## src/design/lznt1_stream_decompressor_assert.svh

```systemverilog
//------------------------------------------------------------------------------
// Assertion macros for the decompressor
// Clocked on clk, disabled while rst_n is low.
//------------------------------------------------------------------------------
`ifndef LZNT1_STREAM_DECOMPRESSOR_ASSERT_SVH
`define LZNT1_STREAM_DECOMPRESSOR_ASSERT_SVH

// Same-cycle implication
`define LZNT_ASSERT_IMP(lbl, ante, cons, msg) \
    lbl: assert property (@(posedge clk) disable iff (!rst_n) (ante) |-> (cons)) \
        else $error(msg);

// Next-cycle implication
`define LZNT_ASSERT_NXT(lbl, ante, cons, msg) \
    lbl: assert property (@(posedge clk) disable iff (!rst_n) (ante) |=> (cons)) \
        else $error(msg);

`endif

```

## src/design/lznt_pkg.sv

```systemverilog
//------------------------------------------------------------------------------
// lznt_pkg
// Shared constants and transfer types for the decompressor.
//------------------------------------------------------------------------------
package lznt_pkg;

    localparam int CHUNK_BYTES = 4096;
    localparam int HIST_AW     = 12;

    localparam logic OP_SUPPLY = 1'b0;
    localparam logic OP_STEP   = 1'b1;

    localparam logic [2:0] ST_OK    = 3'd0;
    localparam logic [2:0] ST_SIG   = 3'd1;
    localparam logic [2:0] ST_EARLY = 3'd2;
    localparam logic [2:0] ST_REF   = 3'd3;
    localparam logic [2:0] ST_OVER  = 3'd4;
    localparam logic [2:0] ST_BUSY  = 3'd5;

    // Request from the parser to the history stage
    typedef struct packed {
        logic               emit;
        logic               copy;    // byte comes from history read
        logic               wr;      // byte goes into history
        logic [HIST_AW-1:0] addr;
        logic [7:0]         data;
        logic               last;
        logic [2:0]         status;
    } req_t;

    // Result leaving the history stage
    typedef struct packed {
        logic       valid;
        logic [7:0] data;
        logic       last;
        logic [2:0] status;
    } res_t;

endpackage

```

## src/design/lznt_parser.sv

```systemverilog
//------------------------------------------------------------------------------
// lznt_parser
// Chunk header, flag and token parser; issues history reads and writes.
//------------------------------------------------------------------------------
module lznt_parser
(
    input  logic                          clk,
    input  logic                          rst_n,
    input  logic                          accept,
    input  logic                          op,
    input  logic [7:0]                    in_byte,
    input  logic                          last_in,
    input  logic [20:0]                   output_size,
    output lznt_pkg::req_t                req,
    output logic [lznt_pkg::HIST_AW-1:0]  rd_addr
);

    typedef enum logic [2:0]
    {
        PH_HDR_LO,
        PH_HDR_HI,
        PH_STORED,
        PH_FLAG,
        PH_ITEM,
        PH_TOKEN_HI
    } phase_t;

    phase_t      phase_reg, phase_next;
    logic [12:0] pos_reg, pos_next;
    logic [12:0] left_reg, left_next;
    logic [20:0] produced_reg, produced_next;
    logic [7:0]  flags_reg, flags_next;
    logic [2:0]  slot_reg, slot_next;
    logic [7:0]  held_reg, held_next;
    logic [12:0] rem_reg, rem_next;
    logic [12:0] dist_reg, dist_next;
    logic        zf_reg, zf_next;
    logic        fin_reg, fin_next;
    logic        ended_reg, ended_next;

    logic        do_emit, do_err, do_adv;
    logic [7:0]  emit_data;
    logic [2:0]  err_code;
    logic [15:0] hword;
    logic [11:0] u;
    logic [3:0]  k;
    logic [11:0] len_mask;
    logic [12:0] tok_len, tok_dist;
    logic [13:0] tok_end;
    logic [21:0] count_inc;

    always_comb
    begin
        phase_next    = phase_reg;
        pos_next      = pos_reg;
        left_next     = left_reg;
        produced_next = produced_reg;
        flags_next    = flags_reg;
        slot_next     = slot_reg;
        held_next     = held_reg;
        rem_next      = rem_reg;
        dist_next     = dist_reg;
        zf_next       = zf_reg;
        fin_next      = fin_reg;
        ended_next    = ended_reg;
        do_emit       = 1'b0;
        do_err        = 1'b0;
        do_adv        = 1'b0;
        emit_data     = 8'd0;
        err_code      = lznt_pkg::ST_OK;
        req           = '0;
        rd_addr       = pos_reg[11:0] - dist_reg[11:0];
        hword         = {in_byte, held_reg};

        // Offset/length split follows the chunk position
        u = pos_reg[11:0] - 12'd1;
        priority if (u[11])      k = 4'd8;
        else if (u[10])          k = 4'd7;
        else if (u[9])           k = 4'd6;
        else if (u[8])           k = 4'd5;
        else if (u[7])           k = 4'd4;
        else if (u[6])           k = 4'd3;
        else if (u[5])           k = 4'd2;
        else if (u[4])           k = 4'd1;
        else                     k = 4'd0;
        len_mask = 12'hFFF >> k;
        tok_len  = {1'b0, hword[11:0] & len_mask} + 13'd3;
        tok_dist = 13'(hword >> (4'd12 - k)) + 13'd1;
        tok_end  = {1'b0, pos_reg} + {1'b0, tok_len};

        if (accept && !fin_reg)
        begin
            if (op == lznt_pkg::OP_STEP)
            begin
                if (rem_reg != 13'd0)
                begin
                    req.copy = 1'b1;
                    req.wr   = 1'b1;
                    req.addr = pos_reg[11:0];
                    pos_next = pos_reg + 13'd1;
                    rem_next = rem_reg - 13'd1;
                    do_emit  = 1'b1;
                end
                else if (zf_reg)
                begin
                    do_emit = 1'b1;
                end
                else if (ended_reg)
                begin
                    do_err   = 1'b1;
                    err_code = lznt_pkg::ST_EARLY;
                end
            end
            else if (!ended_reg)
            begin
                if (rem_reg != 13'd0 || zf_reg)
                begin
                    do_err   = 1'b1;
                    err_code = lznt_pkg::ST_BUSY;
                end
                else
                begin
                    unique case (phase_reg)
                        PH_HDR_LO:
                        begin
                            held_next  = in_byte;
                            phase_next = PH_HDR_HI;
                        end
                        PH_HDR_HI:
                        begin
                            if (hword == 16'd0)
                            begin
                                zf_next = 1'b1;
                            end
                            else if (hword[14:12] != 3'd3)
                            begin
                                do_err   = 1'b1;
                                err_code = lznt_pkg::ST_SIG;
                            end
                            else
                            begin
                                left_next  = {1'b0, hword[11:0]} + 13'd1;
                                pos_next   = 13'd0;
                                slot_next  = 3'd0;
                                flags_next = 8'd0;
                                phase_next = hword[15] ? PH_FLAG : PH_STORED;
                            end
                        end
                        PH_STORED:
                        begin
                            do_emit   = 1'b1;
                            emit_data = in_byte;
                        end
                        PH_FLAG:
                        begin
                            flags_next = in_byte;
                            slot_next  = 3'd0;
                            phase_next = PH_ITEM;
                        end
                        PH_ITEM:
                        begin
                            if (!flags_reg[0])
                            begin
                                if (pos_reg >= 13'(lznt_pkg::CHUNK_BYTES))
                                begin
                                    do_err   = 1'b1;
                                    err_code = lznt_pkg::ST_OVER;
                                end
                                else
                                begin
                                    req.wr    = 1'b1;
                                    req.addr  = pos_reg[11:0];
                                    pos_next  = pos_reg + 13'd1;
                                    do_adv    = 1'b1;
                                    do_emit   = 1'b1;
                                    emit_data = in_byte;
                                end
                            end
                            else if (left_reg <= 13'd1)
                            begin
                                do_err   = 1'b1;
                                err_code = lznt_pkg::ST_EARLY;
                            end
                            else
                            begin
                                held_next  = in_byte;
                                phase_next = PH_TOKEN_HI;
                            end
                        end
                        PH_TOKEN_HI:
                        begin
                            if (pos_reg == 13'd0 || tok_dist > pos_reg)
                            begin
                                do_err   = 1'b1;
                                err_code = lznt_pkg::ST_REF;
                            end
                            else if (tok_end > 14'(lznt_pkg::CHUNK_BYTES))
                            begin
                                do_err   = 1'b1;
                                err_code = lznt_pkg::ST_OVER;
                            end
                            else
                            begin
                                rem_next   = tok_len;
                                dist_next  = tok_dist;
                                phase_next = PH_ITEM;
                                do_adv     = 1'b1;
                            end
                        end
                        default:
                        begin
                            phase_next = PH_HDR_LO;
                        end
                    endcase

                    // Advance to the next flag bit; refill after eight
                    if (do_adv)
                    begin
                        flags_next = {1'b0, flags_reg[7:1]};
                        slot_next  = slot_reg + 3'd1;
                        if (slot_reg == 3'd7)
                        begin
                            slot_next  = 3'd0;
                            phase_next = PH_FLAG;
                        end
                    end

                    // Count down chunk bytes for anything past the header
                    if (!do_err && phase_reg != PH_HDR_LO && phase_reg != PH_HDR_HI)
                    begin
                        if (left_reg != 13'd0)
                        begin
                            left_next = left_reg - 13'd1;
                        end
                        if (left_next == 13'd0)
                        begin
                            phase_next = PH_HDR_LO;
                        end
                    end
                end
            end
        end

        count_inc = {1'b0, produced_reg} + 22'd1;
        if (do_emit)
        begin
            req.emit      = 1'b1;
            req.data      = emit_data;
            req.status    = lznt_pkg::ST_OK;
            req.last      = count_inc >= {1'b0, output_size};
            produced_next = count_inc[20:0];
            if (req.last)
            begin
                fin_next = 1'b1;
            end
        end
        if (do_err)
        begin
            req.emit   = 1'b1;
            req.copy   = 1'b0;
            req.wr     = 1'b0;
            req.data   = 8'd0;
            req.last   = 1'b1;
            req.status = err_code;
            fin_next   = 1'b1;
        end

        if (accept && op == lznt_pkg::OP_SUPPLY && !fin_next && last_in)
        begin
            ended_next = 1'b1;
        end
    end

    always_ff @(posedge clk or negedge rst_n)
    begin
        if (!rst_n)
        begin
            phase_reg    <= PH_HDR_LO;
            pos_reg      <= '0;
            left_reg     <= '0;
            produced_reg <= '0;
            flags_reg    <= '0;
            slot_reg     <= '0;
            held_reg     <= '0;
            rem_reg      <= '0;
            dist_reg     <= '0;
            zf_reg       <= 1'b0;
            fin_reg      <= 1'b0;
            ended_reg    <= 1'b0;
        end
        else
        begin
            phase_reg    <= phase_next;
            pos_reg      <= pos_next;
            left_reg     <= left_next;
            produced_reg <= produced_next;
            flags_reg    <= flags_next;
            slot_reg     <= slot_next;
            held_reg     <= held_next;
            rem_reg      <= rem_next;
            dist_reg     <= dist_next;
            zf_reg       <= zf_next;
            fin_reg      <= fin_next;
            ended_reg    <= ended_next;
        end
    end

endmodule

```

## config.mk

```make
export PLATFORM = sky130hd
export DESIGN_NAME = lznt_parser
export DESIGN_NICKNAME = d
export VERILOG_FILES = /design/src/design/lznt1_stream_decompressor_assert.svh /design/src/design/lznt_pkg.sv /design/src/design/lznt_parser.sv
export SDC_FILE = /design/constraint.sdc
export NUM_CORES = 1
export LEC_CHECK = 0
export BUFFER_PORTS_ARGS = -buffer_cell sky130_fd_sc_hd__buf_4
export CAP_MARGIN = 25
export CORE_MARGIN = 1.5
export CORE_UTILIZATION = 55
export DETAILED_ROUTE_END_ITERATION = 12
export GPL_TIMING_DRIVEN = 0
export PLACE_DENSITY = 0.84
export SYNTH_ARGS = -nofsm -noshare
export SYNTH_HDL_FRONTEND = slang
export SYNTH_SLANG_ARGS = --single-unit
```

## constraint.sdc

```tcl
create_clock -name clk -period 17.43 [get_ports clk]
set_input_delay 2.6145 -clock clk [delete_from_list [all_inputs] [get_ports clk]]
set_output_delay 2.6145 -clock clk [all_outputs]
set_load 0.005 [all_outputs]
```

==> impl_metrics.yaml <==
run_status:
  outcome: "completed"
setup_path:
  rr_startpoint: "pos_reg[1]"
  path_class: "flop to output pin"
  cpPeakStageDelay_ns: 0.43
  reg2reg_slack_ns: 8.25
  r2r_cells: 36
  worstSetupEndpointType: "output pin"
  r2r_end: "left_reg[10]"
  critPathArrivalTime_ns: 9.11
  required_ns: 14.82
  path_max_fanout: 10
  slowest_stage: "dfrtp_1"
  cp-start-kind: "flop"
clock_network:
  clkLatencyLatePin_ns: 0.37
  cts_resized: 0
  cts_tree: "built"
  cts_sinks: 97
  postCtsSetupBuffers: 0
  ctsLongestPathBuffers: 2
  clockRootBuffer: "clkbuf_16"
  cts_hold_buffers: 0
  clkTransAtPathRegs_ns: 0.08
  cts_buffers: 9
  h-tree-depth: 3
cells_and_area:
  diodes: 0
  largest_reg_flops: 21
  fin_area_um2: 11200
  fin_nets: 1470
  drive_gt1_share_pct: 11.9
  syn_to_final_growth_pct: 11.7
  final_util_pct: 62.6
timing:
  worst_slew_pin_slew_ns: 0.851
  slew_headroom_pct: 43.0
  fin_setup_tns_ns: 0
  hold_viol_final: 0
  skew_ns: 0.0133
  finalMaxSlewViolations: 0
  timing.fmax_ghz: 0.0853
  rsz0062_at_grt: "false"
  setup_viol: 0
  whs_ns: 0.485
  period_needed_ns: 11.72
  final.period_utilization_pct: 67.2
placed_design:
  dp_hpwl_um: 21500
  io_buffers: 71
  dpl_cell_area_um2: 10900
  gp_congestion: 0.962
yosys:
  yosysSeqAreaShare_pct: 24.1
  synth-edff-count: 0
  syn_inst: 1276
  syn_area_um2: 10100
  ys_warn_count: 0
  async_flop_share_pct: 100
  ys_seq_elements: 97
  synthesis.nets: 1385
  synth_area_per_cell_um2: 7.89
  synth-main-ff-cell: "dfrtp_1"
  synthDistinctLibCells: 90
route:
  first_iter_violations: 974
  avgViaCountPerCell: 6.27
  drc: 0
  num_vias: 10000
  first_pass_iters: 6
  wl_per_cell_um: 17.7
  drt_wl_total_um: 28200
  postRouteAntennaNets: 0
die:
  die-area_um2: 19100
  fp.dieW_um: 138
  coreArea_um2: 18000
  initial_core_util_pct: 56.0
  io_pins: 73
  die_h_um: 138
  placementRows: 49
grt:
  grt_use_total_pct: 29.2
  grt_overflow_total: 0
  antenna_found_initial: 0
  grt_max_degree: 56
  grt_pass1_wl_um: 46400
  grt_pass1_vias: 9389
power_and_ir_drop:
  swShare_pct: 37.2
  p_sw_mw: 0.282
  powerDensity_nw_per_um2: 67.5
  power_mw: 0.758
  power_frac_seq_pct: 34.4
  clkPwrFrac_pct: 29.5
  ir_drop_uv: 50.6
  pwr-share-comb_pct: 36.1
  p_leak_nw: 4.99
  p_int_mw: 0.476
worst_hold_path:
  whs_path_depth: 2
  min_from: "flags_reg[1]"
  min_path_type: "flop to flop"
  hold_end: "flags_reg[1]"
flow_run:
  drv_cap: 0
worst max-delay path by stage:
| stage | start | to | slack [ns] | depth (start not counted) |
|---|---|---|---|---|
| 2_1_floorplan | pos_reg[1] | req[26] | 7.88 | 35 |
| 3_3_place_gp | pos_reg[1] | req[1] | 6.08 | 35 |
| 3_5_place_dp | pos_reg[1] | req[1] | 5.93 | 35 |
| 4_1_cts | pos_reg[1] | req[1] | 5.48 | 35 |
| 5_1_grt | pos_reg[1] | req[1] | 4.90 | 36 |
| 6_report | pos_reg[1] | req[1] | 5.71 | 36 |
cell usage after synthesis (all sizes together) (5+ instances only):
library cell,instances,area share [%]
a211oi,10,0.75
a21boi,5,0.37
a21o,20,1.5
a21oi,73,3.7
a22o,5,0.44
a22oi,10,0.75
a31oi,10,0.68
and2,29,1.8
and3,20,1.2
buf,17,1.1
clkbuf,48,1.8
dfrtp,97,24
ha,73,9.1
inv,73,2.7
mux2,22,2.5
mux2i,15,1.5
mux4,7,1.7
nand2,146,5.4
nand2b,16,0.99
nand3,52,2.6
nand3b,5,0.37
nand4,17,1.2
nor2,96,3.8
nor2b,11,0.68
nor3,36,1.9
nor3b,13,1.1
nor4,13,0.99
o2111ai,8,0.70
o211ai,8,0.60
o21a,8,0.60
o21ai,98,4.9
o22ai,17,1.1
o31ai,7,0.66
or2,6,0.37
or3,17,1.1
or4,7,0.56
xnor2,63,5.6
xor2,36,3.1
logic make-up after synthesis:
| logic type | after synthesis | synth area share, % |
|---|---|---|
| flops | 97 | 24.1 |
| compound gates | 329 | 21.5 |
| simple gates | 490 | 24.8 |
| mux | 44 | 5.71 |
| fa+ha+maj | 75 | 9.47 |
| buf+inv | 142 | 5.76 |
| xor+xnor | 99 | 8.69 |
per-layer routing:
metal	track usage [%]	share of wire (%)	vias up
met5	0	0	-
met4	11.4	2.9	0
met3	5.13	8.0	70
met2	46.7	46	451
met1	39.6	43	4722
li1	-	-	4765
worst max-delay path: cells and delay by family, from the launching register on:
kind | cells | cell delay [ns]
AND/OR/NAND/NOR | 13 | 2.58
XOR/XNOR | 2 | 0.38
buffers and inverters | 7 | 1.81
adder cells (fa/ha/maj) | 4 | 1.26
AO/OA/AOI/OAI | 10 | 2.27
flip-flops | 1 | 0.43
power by group through the flow:
stage	logic (mW)	registers (mW)	clock network, mW
floorplan	0.195	0.259	0
global placement	0.259	0.264	0
detailed placement	0.269	0.265	0
CTS	0.271	0.261	0.224
global route	0.307	0.264	0.233
finish	0.274	0.261	0.223
metrics by stage:
| stage | cells | setup slack, ns |
|---|---|---|
| after floorplan | 1276 | 7.88 |
| after global placement | 1576 | 6.08 |
| after detailed placement | 1578 | 5.93 |
| after CTS | 1594 | 5.48 |
| after global routing | 1595 | 4.90 |
| final | 1595 | 5.71 |
layout make-up:
class	instances	area (µm²)
fill	1566	6720
buffer	65	290
tap	229	287
inverter	77	289
clock buffer	10	239
multi-input combinational	1037	7060
clock inverter	6	81.3
sequential	97	2430
timing repair buffer	74	571
placed cells by master, fill, tap and decap left out, types with 29 or more instances in the layout:
cell type	n
nor2_1	93
clkbuf_1	47
o21ai_0	94
inv_1	72
nand3_1	52
dfrtp_1	97
xor2_1	36
a21oi_1	72
ha_1	73
nand2_1	146
xnor2_1	62
nor3_1	35
buf_4	72
and2_1	29
No activity file was read; power rests on OpenSTA's default activity.
